File: config.mk
export PLATFORM = sky130hd
export DESIGN_NAME = ordered_item_list_engine
export DESIGN_NICKNAME = d
export VERILOG_FILES = /design/src/sv/oile_pkg.sv /design/src/sv/oile_ctrl.sv /design/src/sv/oile_dp.sv /design/src/sv/ordered_item_list_engine.sv
export VERILOG_INCLUDE_DIRS = /design/src /design/src/sv
export SDC_FILE = /design/constraint.sdc
export NUM_CORES = 1
export LEC_CHECK = 0
export BUFFER_PORTS_ARGS = -buffer_cell sky130_fd_sc_hd__buf_4
export CAP_MARGIN = 30
export CELL_PAD_IN_SITES_DETAIL_PLACEMENT = 0
export CELL_PAD_IN_SITES_GLOBAL_PLACEMENT = 1
export CORE_AREA = 2 2 346 177
export CTS_BUF_LIST = sky130_fd_sc_hd__clkbuf_2 sky130_fd_sc_hd__clkbuf_4 sky130_fd_sc_hd__clkbuf_8
export DETAILED_ROUTE_END_ITERATION = 8
export DIE_AREA = 0 0 348 179
export GPL_TIMING_DRIVEN = 0
export HOLD_SLACK_MARGIN = 0.05
export PLACE_DENSITY = 0.79
export SLEW_MARGIN = 40
export SYNTH_ARGS = -nofsm -noshare
export SYNTH_HDL_FRONTEND = slang
export SYNTH_SLANG_ARGS = --single-unit
File: constraint.sdc
create_clock -name clk -period 5.5 [get_ports clk]
set_clock_uncertainty 0.05 [all_clocks]
set_input_delay 0.825 -clock clk [delete_from_list [all_inputs] [get_ports clk]]
set_output_delay 0.825 -clock clk [all_outputs]
set_load 0.02 [all_outputs]
File: src/sv/ordered_item_list_engine_assert.svh
// ----------------------------------------------------------------------------
// Ordered item list engine: assertion macros
// Shared concurrent check forms for the list engine modules.
// ----------------------------------------------------------------------------
`ifndef ORDERED_ITEM_LIST_ENGINE_ASSERT_SVH
`define ORDERED_ITEM_LIST_ENGINE_ASSERT_SVH

// same-cycle implication
`define OILE_ASSERT_IMP(label, clk, rst_n, ante, cons) \
  label: assert property (@(posedge clk) disable iff (!rst_n) (ante) |-> (cons)) \
    else $error("list engine: same-cycle check failed");

// next-cycle implication
`define OILE_ASSERT_NXT(label, clk, rst_n, ante, cons) \
  label: assert property (@(posedge clk) disable iff (!rst_n) (ante) |=> (cons)) \
    else $error("list engine: next-cycle check failed");

`endif

File: src/sv/oile_pkg.sv
// ----------------------------------------------------------------------------
// Ordered item list engine package
// Sizes, command codes, controller states and control bundle.
// ----------------------------------------------------------------------------
package oile_pkg;

  localparam int MAX_ENTRIES = 16;
  localparam int IDX_W       = (MAX_ENTRIES > 1) ? $clog2(MAX_ENTRIES) : 1;
  localparam int CNT_W       = $clog2(MAX_ENTRIES + 1);
  localparam int POS_W       = 5;
  localparam int CMP_W       = (CNT_W > POS_W) ? CNT_W : POS_W;
  localparam int CMD_W       = 3;
  localparam int ID_W        = 8;
  localparam int TYPE_W      = 8;
  localparam int TIX_W       = 5;
  localparam int FPOS_W      = 4;
  localparam int SIZE_W      = 5;

  typedef enum logic [CMD_W-1:0] {
    CMD_INSERT_AT    = 3'd0,
    CMD_APPEND       = 3'd1,
    CMD_GET_AT       = 3'd2,
    CMD_FIND_ITEM    = 3'd3,
    CMD_REMOVE_ITEM  = 3'd4,
    CMD_CLEAR        = 3'd5,
    CMD_TYPE_PRESENT = 3'd6
  } cmd_t;

  typedef enum logic [1:0] {
    ST_IDLE,
    ST_SEARCH,
    ST_APPLY
  } state_t;

  typedef struct packed {
    logic capture;
    logic search;
    logic apply;
  } ctrl_t;

endpackage

File: src/sv/oile_ctrl.sv
// ----------------------------------------------------------------------------
// Ordered item list engine controller
// Sequences capture, search and apply; owns the handshakes.
// ----------------------------------------------------------------------------
module oile_ctrl (
  input  logic           clk,
  input  logic           rst_n,
  input  logic           in_valid,
  output logic           in_ready,
  output logic           out_valid,
  input  logic           out_ready,
  output oile_pkg::ctrl_t ctrl_o
);

  `include "ordered_item_list_engine_assert.svh"

  oile_pkg::state_t state_r, state_nxt;
  logic             out_valid_r, out_valid_nxt;
  logic             out_free;

  assign out_free = !out_valid_r || out_ready;

  always_comb begin
    state_nxt = state_r;
    unique case (state_r)
      oile_pkg::ST_IDLE: begin
        if (in_valid) state_nxt = oile_pkg::ST_SEARCH;
      end
      oile_pkg::ST_SEARCH: begin
        state_nxt = oile_pkg::ST_APPLY;
      end
      oile_pkg::ST_APPLY: begin
        if (out_free) state_nxt = oile_pkg::ST_IDLE;
      end
      default: begin
        state_nxt = oile_pkg::ST_IDLE;
      end
    endcase
  end

  always_comb begin
    in_ready       = (state_r == oile_pkg::ST_IDLE);
    ctrl_o.capture = in_valid && in_ready;
    ctrl_o.search  = (state_r == oile_pkg::ST_SEARCH);
    ctrl_o.apply   = (state_r == oile_pkg::ST_APPLY) && out_free;
  end

  always_comb begin
    out_valid_nxt = out_valid_r;
    if (ctrl_o.apply) out_valid_nxt = 1'b1;
    else if (out_ready) out_valid_nxt = 1'b0;
  end

  always_ff @(posedge clk) begin
    if (!rst_n) begin
      state_r     <= oile_pkg::ST_IDLE;
      out_valid_r <= 1'b0;
    end else begin
      state_r     <= state_nxt;
      out_valid_r <= out_valid_nxt;
    end
  end

  assign out_valid = out_valid_r;

  `OILE_ASSERT_NXT(a_accept_to_search, clk, rst_n, ctrl_o.capture,
                   state_r == oile_pkg::ST_SEARCH)
  `OILE_ASSERT_NXT(a_search_to_apply, clk, rst_n, state_r == oile_pkg::ST_SEARCH,
                   state_r == oile_pkg::ST_APPLY)
  `OILE_ASSERT_NXT(a_apply_shows_result, clk, rst_n, ctrl_o.apply,
                   out_valid_r && state_r == oile_pkg::ST_IDLE)

endmodule

File: src/sv/oile_dp.sv
// ----------------------------------------------------------------------------
// Ordered item list engine datapath
// Entry cells with parallel match, shift insert/remove and result register.
// ----------------------------------------------------------------------------
module oile_dp (
  input  logic                               clk,
  input  logic                               rst_n,
  input  oile_pkg::ctrl_t                    ctrl_i,
  input  logic [oile_pkg::CMD_W-1:0]         in_cmd,
  input  logic [oile_pkg::ID_W-1:0]          in_item_id,
  input  logic [oile_pkg::TYPE_W-1:0]        in_item_type,
  input  logic signed [oile_pkg::TIX_W-1:0]  in_table_index,
  input  logic [oile_pkg::POS_W-1:0]         in_position,
  output logic                               out_ok,
  output logic [oile_pkg::FPOS_W-1:0]        out_found_position,
  output logic [oile_pkg::ID_W-1:0]          out_item_id,
  output logic [oile_pkg::TYPE_W-1:0]        out_item_type,
  output logic signed [oile_pkg::TIX_W-1:0]  out_table_index,
  output logic [oile_pkg::SIZE_W-1:0]        out_list_size
);

  `include "ordered_item_list_engine_assert.svh"

  localparam int N = oile_pkg::MAX_ENTRIES;

  // captured transaction
  oile_pkg::cmd_t                 cmd_r;
  logic [oile_pkg::ID_W-1:0]      id_r;
  logic [oile_pkg::TYPE_W-1:0]    type_r;
  logic [oile_pkg::TIX_W-1:0]     tix_r;
  logic [oile_pkg::POS_W-1:0]     pos_r;

  // entry cells
  logic [oile_pkg::ID_W-1:0]      ids_r   [N];
  logic [oile_pkg::TYPE_W-1:0]    types_r [N];
  logic [oile_pkg::TIX_W-1:0]     tixs_r  [N];
  logic [oile_pkg::ID_W-1:0]      ids_nxt   [N];
  logic [oile_pkg::TYPE_W-1:0]    types_nxt [N];
  logic [oile_pkg::TIX_W-1:0]     tixs_nxt  [N];
  logic [oile_pkg::CNT_W-1:0]     count_r, count_nxt;

  // search results
  logic                           hit_r, hit_nxt;
  logic [oile_pkg::IDX_W-1:0]     at_r, at_nxt;
  logic                           tpres_r, tpres_nxt;

  // result register
  logic                           ok_r, ok_nxt;
  logic [oile_pkg::FPOS_W-1:0]    fpos_r, fpos_nxt;
  logic [oile_pkg::ID_W-1:0]      oid_r, oid_nxt;
  logic [oile_pkg::TYPE_W-1:0]    otype_r, otype_nxt;
  logic [oile_pkg::TIX_W-1:0]     otix_r, otix_nxt;
  logic [oile_pkg::SIZE_W-1:0]    size_r, size_nxt;

  logic [oile_pkg::CMP_W-1:0]     cnt_ext, pos_ext, ins_pos, at_ext;
  logic [oile_pkg::IDX_W-1:0]     rd_idx;
  logic                           full, is_ins, ins_ok, rem_ok;

  assign cnt_ext = oile_pkg::CMP_W'(count_r);
  assign pos_ext = oile_pkg::CMP_W'(pos_r);
  assign at_ext  = oile_pkg::CMP_W'(at_r);
  assign rd_idx  = oile_pkg::IDX_W'(pos_ext);
  assign full    = (count_r == oile_pkg::CNT_W'(N));
  assign is_ins  = (cmd_r == oile_pkg::CMD_INSERT_AT) || (cmd_r == oile_pkg::CMD_APPEND);
  assign ins_pos = (cmd_r == oile_pkg::CMD_APPEND) ? cnt_ext : pos_ext;
  assign ins_ok  = is_ins && !full && (ins_pos <= cnt_ext);
  assign rem_ok  = (cmd_r == oile_pkg::CMD_REMOVE_ITEM) && hit_r;

  // parallel match over live cells, first id match wins
  always_comb begin
    hit_nxt   = 1'b0;
    at_nxt    = '0;
    tpres_nxt = 1'b0;
    for (int i = N - 1; i >= 0; i--) begin
      if (oile_pkg::CMP_W'(i) < cnt_ext) begin
        if (ids_r[i] == id_r) begin
          hit_nxt = 1'b1;
          at_nxt  = oile_pkg::IDX_W'(i);
        end
        if (types_r[i] == type_r) tpres_nxt = 1'b1;
      end
    end
  end

  // shift insert / shift remove
  always_comb begin
    for (int i = 0; i < N; i++) begin
      ids_nxt[i]   = ids_r[i];
      types_nxt[i] = types_r[i];
      tixs_nxt[i]  = tixs_r[i];
      if (ins_ok) begin
        if (oile_pkg::CMP_W'(i) == ins_pos) begin
          ids_nxt[i]   = id_r;
          types_nxt[i] = type_r;
          tixs_nxt[i]  = tix_r;
        end else if (oile_pkg::CMP_W'(i) > ins_pos && oile_pkg::CMP_W'(i) <= cnt_ext) begin
          ids_nxt[i]   = ids_r[(i == 0) ? 0 : i - 1];
          types_nxt[i] = types_r[(i == 0) ? 0 : i - 1];
          tixs_nxt[i]  = tixs_r[(i == 0) ? 0 : i - 1];
        end
      end else if (rem_ok) begin
        if (oile_pkg::CMP_W'(i) >= at_ext && oile_pkg::CMP_W'(i + 1) < cnt_ext) begin
          ids_nxt[i]   = ids_r[(i == N - 1) ? i : i + 1];
          types_nxt[i] = types_r[(i == N - 1) ? i : i + 1];
          tixs_nxt[i]  = tixs_r[(i == N - 1) ? i : i + 1];
        end
      end
    end
  end

  always_comb begin
    count_nxt = count_r;
    ok_nxt    = 1'b0;
    fpos_nxt  = '0;
    oid_nxt   = '0;
    otype_nxt = '0;
    otix_nxt  = '0;
    unique case (cmd_r)
      oile_pkg::CMD_INSERT_AT, oile_pkg::CMD_APPEND: begin
        ok_nxt = ins_ok;
        if (ins_ok) count_nxt = count_r + 1'b1;
      end
      oile_pkg::CMD_GET_AT: begin
        if (pos_ext < cnt_ext) begin
          ok_nxt    = 1'b1;
          oid_nxt   = ids_r[rd_idx];
          otype_nxt = types_r[rd_idx];
          otix_nxt  = tixs_r[rd_idx];
        end
      end
      oile_pkg::CMD_FIND_ITEM: begin
        ok_nxt = hit_r;
        if (hit_r) fpos_nxt = oile_pkg::FPOS_W'(at_ext);
      end
      oile_pkg::CMD_REMOVE_ITEM: begin
        ok_nxt = hit_r;
        if (hit_r) count_nxt = count_r - 1'b1;
      end
      oile_pkg::CMD_CLEAR: begin
        count_nxt = '0;
      end
      oile_pkg::CMD_TYPE_PRESENT: begin
        ok_nxt = tpres_r;
      end
      default: begin
        ok_nxt = 1'b0;
      end
    endcase
    size_nxt = oile_pkg::SIZE_W'(count_nxt);
  end

  always_ff @(posedge clk) begin
    if (!rst_n) begin
      count_r <= '0;
    end else if (ctrl_i.apply) begin
      count_r <= count_nxt;
    end
  end

  always_ff @(posedge clk) begin
    if (ctrl_i.capture) begin
      cmd_r  <= oile_pkg::cmd_t'(in_cmd);
      id_r   <= in_item_id;
      type_r <= in_item_type;
      tix_r  <= in_table_index;
      pos_r  <= in_position;
    end
    if (ctrl_i.search) begin
      hit_r   <= hit_nxt;
      at_r    <= at_nxt;
      tpres_r <= tpres_nxt;
    end
    if (ctrl_i.apply) begin
      for (int i = 0; i < N; i++) begin
        ids_r[i]   <= ids_nxt[i];
        types_r[i] <= types_nxt[i];
        tixs_r[i]  <= tixs_nxt[i];
      end
      ok_r    <= ok_nxt;
      fpos_r  <= fpos_nxt;
      oid_r   <= oid_nxt;
      otype_r <= otype_nxt;
      otix_r  <= otix_nxt;
      size_r  <= size_nxt;
    end
  end

  assign out_ok             = ok_r;
  assign out_found_position = fpos_r;
  assign out_item_id        = oid_r;
  assign out_item_type      = otype_r;
  assign out_table_index    = $signed(otix_r);
  assign out_list_size      = size_r;

  `OILE_ASSERT_IMP(a_count_bounded, clk, rst_n, 1'b1,
                   count_r <= oile_pkg::CNT_W'(N))
  `OILE_ASSERT_NXT(a_insert_grows, clk, rst_n, ctrl_i.apply && ins_ok,
                   count_r == oile_pkg::CNT_W'($past(count_r) + 1'b1))
  `OILE_ASSERT_NXT(a_remove_shrinks, clk, rst_n, ctrl_i.apply && rem_ok,
                   count_r == oile_pkg::CNT_W'($past(count_r) - 1'b1))

endmodule

File: src/sv/ordered_item_list_engine.sv
// ----------------------------------------------------------------------------
// Ordered item list engine
// Bounded ordered list of (id, type, table index) entries, one command
// per transaction, one result per command.
//
// Input channel in_*: valid/ready, one command per transaction. in_ready is
// high while the engine waits for a command, also while the previous result
// still waits on the output.
// Output channel out_*: valid/ready, one result per command; out_list_size
// is the entry count after the command.
// Each command passes in order through capture, a parallel match over the
// entry cells, and shift/update into the result register; a new command is
// taken only once the previous one has left the update step.
// A stalled receiver holds the result register; the engine then takes the
// next command and parks it in the update step until the result is taken.
// Reset (rst_n low, synchronous) empties the list and drops any pending
// result; entry contents are left as they are and never read until written.
// ----------------------------------------------------------------------------
module ordered_item_list_engine (
  input  logic                               clk,
  input  logic                               rst_n,
  input  logic                               in_valid,
  output logic                               in_ready,
  input  logic [oile_pkg::CMD_W-1:0]         in_cmd,
  input  logic [oile_pkg::ID_W-1:0]          in_item_id,
  input  logic [oile_pkg::TYPE_W-1:0]        in_item_type,
  input  logic signed [oile_pkg::TIX_W-1:0]  in_table_index,
  input  logic [oile_pkg::POS_W-1:0]         in_position,
  output logic                               out_valid,
  input  logic                               out_ready,
  output logic                               out_ok,
  output logic [oile_pkg::FPOS_W-1:0]        out_found_position,
  output logic [oile_pkg::ID_W-1:0]          out_item_id,
  output logic [oile_pkg::TYPE_W-1:0]        out_item_type,
  output logic signed [oile_pkg::TIX_W-1:0]  out_table_index,
  output logic [oile_pkg::SIZE_W-1:0]        out_list_size
);

  oile_pkg::ctrl_t ctrl;

  oile_ctrl u_ctrl (
    .clk       (clk),
    .rst_n     (rst_n),
    .in_valid  (in_valid),
    .in_ready  (in_ready),
    .out_valid (out_valid),
    .out_ready (out_ready),
    .ctrl_o    (ctrl)
  );

  oile_dp u_dp (
    .clk                (clk),
    .rst_n              (rst_n),
    .ctrl_i             (ctrl),
    .in_cmd             (in_cmd),
    .in_item_id         (in_item_id),
    .in_item_type       (in_item_type),
    .in_table_index     (in_table_index),
    .in_position        (in_position),
    .out_ok             (out_ok),
    .out_found_position (out_found_position),
    .out_item_id        (out_item_id),
    .out_item_type      (out_item_type),
    .out_table_index    (out_table_index),
    .out_list_size      (out_list_size)
  );

endmodule
==> results.cfg <==
[worst_hold_path]
hold_path_class = primary input to flop

[global_route]
grt_pass1_vias = 20179
grt_max_degree = 35
antenna_found_initial = 2
track_usage_pct = 36.9
grt_remaining_overflow = 0
grt_pass1_wl_um = 158000

[floorplan]
die_width_um = 348
ios = 66
row_count = 64
die-area_sq_um = 62300
start_util_pct = 44.1
die_h_um = 179
core_area_sq_um = 59800

[drt]
postRouteWirelength_um = 116000
highest-signal-layer = met5
drc = 0
wl_met1_um = 50600
drt_iter0_markers = 3695
wl_met2_um = 38200
vias = 22246
viasPerCell = 6.57
wl_met3_um = 25000
detail-route-antenna-nets = 0
wl_per_cell_um = 34.2
first_pass_iters = 8

[finish]
ff_latch_area_sq_um = 12200
fin_nets = 2589
fin_area_sq_um = 30000
postLayoutCoreUtil_pct = 50.2
area_delta_synth_final_pct = 14.0
drive_above_1_share_pct = 18.9
fill_cells = 5388
multi_input_area_sq_um = 13400

[power]
power_frac_comb_pct = 14.6
power.density_nw_per_um2 = 249
p_int_w = 0.00528
switching_share_pct = 29.5
switching_power_w = 0.00221
seq_power_share_pct = 46.5
p_clk_share_pct = 38.9
power.leakage_nw = 11.0
irDropWorstVdd_uv = 175

[sta]
maxSlewHeadroom_pct = 33.3
post-route-min-period_ns = 5.47
fin_ws_ns = 0.0302
finalSetupViolCount = 0
tightest_slew_ns = 0.990
finalMaxSlewViolations = 0
fmax_mhz = 183
fin_crit_sh_pct = 99.5
hold_violations = 0
rsz0062_at_grt = no

[status]
status = complete, no violations

[placed_design]
dp_hpwl_um = 93400
placed_area_sq_um = 28400
port_buffers = 65
place.gp.congestion = 1.03
place_ws_ns = -0.655

[logic_synthesis]
synth_edf_count = 402
synth-seq-cells = 410
yosysMostFrequentCell = edfxtp_1
ys_types = 62
yosysTopAreaCellShare_pct = 45.8
synthTopCellsByCount = 402 x edfxtp_1, 389 x nand2_1, 300 x mux2i_1
synth.area.top_cells = edfxtp_1 46%, mux2i_1 11%, mux4_2 9.0%
ys_seq_area_share_pct = 46.4
synth_top_area_cell = edfxtp_1
yosysWarnings = 0
synth_flop_cell = edfxtp_1
syn_nets = 2415
ys_async_sr_fraction_pct = 0
syn_area_per_cell_sq_um = 11.1
syn-instance-count = 2368
synth_area_sq_um = 26400

[clock_tree]
clkLatencyLatePin_ns = 0.71
cts-root-buf = clkbuf_8
htreeDepth = 3
hold_buffers = 0
numCtsBuffers = 67
path_clk_slew_ns = 0.07
cts_tree = built
cts.sinks = 410
clk_path_buf_depth = 3

[setup_path]
cp.required_ns = 5.81
worstSetupStartpoint = u_dp.cmd_r[2]
r2r_slack_ns = 0.03
worstPathArrival_ns = 5.78
critical_path_peak_fanout = 16
r2r-start = u_dp.cmd_r[2]
worstSetupPathType = flop to flop
reg2regPathDepth = 17
crit_path_end_kind = flop
crit_path_end = u_dp.ids_r[0][1]
cp-start-kind = flop
r2r_end = u_dp.ids_r[0][1]

[flow_run]
drv_cap = 0
-- placed cells by master, fill, tap and decap left out, types with 16 or more instances in the layout --
master	instances
mux2_2	22
nor4_1	39
nor3_1	16
clkbuf_8	68
clkbuf_4	27
xor2_1	151
mux4_2	105
a21oi_1	17
o21ai_0	297
clkbuf_1	109
nor2b_1	31
nand3_1	32
clkbuf_2	25
nor2_1	30
buf_2	52
buf_4	101
nand2_1	389
xnor2_1	107
nand4_1	28
edfxtp_1	402
mux2i_1	297
-- what timing repair did --
item	CTS	global route
gates resized for setup	6	13
setup endpoints to repair	324	292
setup buffers	4	10
pin swaps	1	3
-- worst max-delay path, stage by stage, from the launching register on --
cell and delay [ns]:
edfxtp_1 0.55, nor3b_4 0.28, buf_12 0.17, mux2_2 0.46, inv_2 0.14, buf_6 0.23
ha_1 0.26, nand4_1 0.08, mux2i_1 0.13, a21oi_4 0.28, or3_1 0.16, clkbuf_1 0.38
buf_4 0.37, buf_2 0.36, buf_2 0.37, nand4_1 0.20, a21oi_4 0.43, buf_8 0.23
-- routing by layer --
layer	up-vias	track usage (%)
li1	9066	-
met1	10983	57.6
met2	2064	40.9
met3	129	21.9
met4	4	6.89
met5	-	1.96
-- power by group through the flow --
stage          Clock (W)  Sequential, W  Combinational [W]
2_1_floorplan          0        0.00354           0.000609
3_3_place_gp           0        0.00355           0.000989
3_5_place_dp           0        0.00355            0.00101
4_1_cts          0.00291        0.00348            0.00102
5_1_grt          0.00301        0.00348            0.00112
6_report         0.00291        0.00348            0.00109
-- cells by family (layout without fill, tap and decap cells) --
kind of cell    after synthesis  count (layout)  synth area share (%)
simple gates                623             623                  10.8
mux                         428             428                  21.4
flops                       410             410                  46.4
compound gates              403             403                  8.29
xor+xnor                    258             258                  8.57
buf+inv                     232             456                  3.95
fa+ha+maj                    14              14                 0.665
other cells                   0               2                     0
-- cell type report --
cell class,count,share of cell area [%]
clock inverters,26,0.733
well taps,792,3.30
plain buffers,216,3.42
diodes,2,0.0167
multi-input cells,1726,44.5
flip-flops and latches,410,40.7
clock buffers,93,3.74
inverters,16,0.200
repair buffers,105,3.41
-- flip-flops by register name (all words and copies together) (netlist names) --
| name | count |
|---|---|
| u_dp.ids_r | 128 |
| u_dp.types_r | 128 |
| u_dp.tixs_r | 80 |
| u_dp.id_r | 8 |
| u_dp.out_item_id | 8 |
| u_dp.out_item_type | 8 |
| u_dp.type_r | 8 |
| u_dp.cnt_ext | 5 |
| u_dp.out_list_size | 5 |
| u_dp.out_table_index | 5 |
| u_dp.pos_ext | 5 |
| u_dp.tix_r | 5 |
| u_dp.at_r | 4 |
| u_dp.out_found_position | 4 |
| u_dp.cmd_r | 3 |
| u_ctrl.state_r | 2 |
| u_ctrl.out_valid | 1 |
| u_dp.hit_r | 1 |
| u_dp.out_ok | 1 |
| u_dp.tpres_r | 1 |
-- metrics by stage --
stage	std cells	hold WS, ns	power, W	setup TNS [ns]
2_1_floorplan	2368	0.458	0.00415	0
3_3_place_gp	3225	0.476	0.00453	-743.59
3_5_place_dp	3250	0.492	0.00456	-116.80
4_1_cts	3373	0.232	0.00742	0
5_1_grt	3384	0.251	0.00762	0
6_report	3386	0.257	0.00748	0
-- worst min-delay path by stage --
| stage | start | endpoint | cells after the start |
|---|---|---|---|
| 2_1_floorplan | u_ctrl.state_r[1] | u_ctrl.out_valid | 2 |
| 3_3_place_gp | u_ctrl.out_valid | u_ctrl.out_valid | 2 |
| 3_5_place_dp | u_dp.tixs_r[15][0] | u_dp.tixs_r[14][0] | 2 |
| 4_1_cts | in_table_index[4] | u_dp.tix_r[4] | 1 |
| 5_1_grt | in_item_id[3] | u_dp.id_r[3] | 1 |
| 6_report | in_item_type[3] | u_dp.type_r[3] | 1 |
No activity file was read; power rests on OpenSTA's default activity.
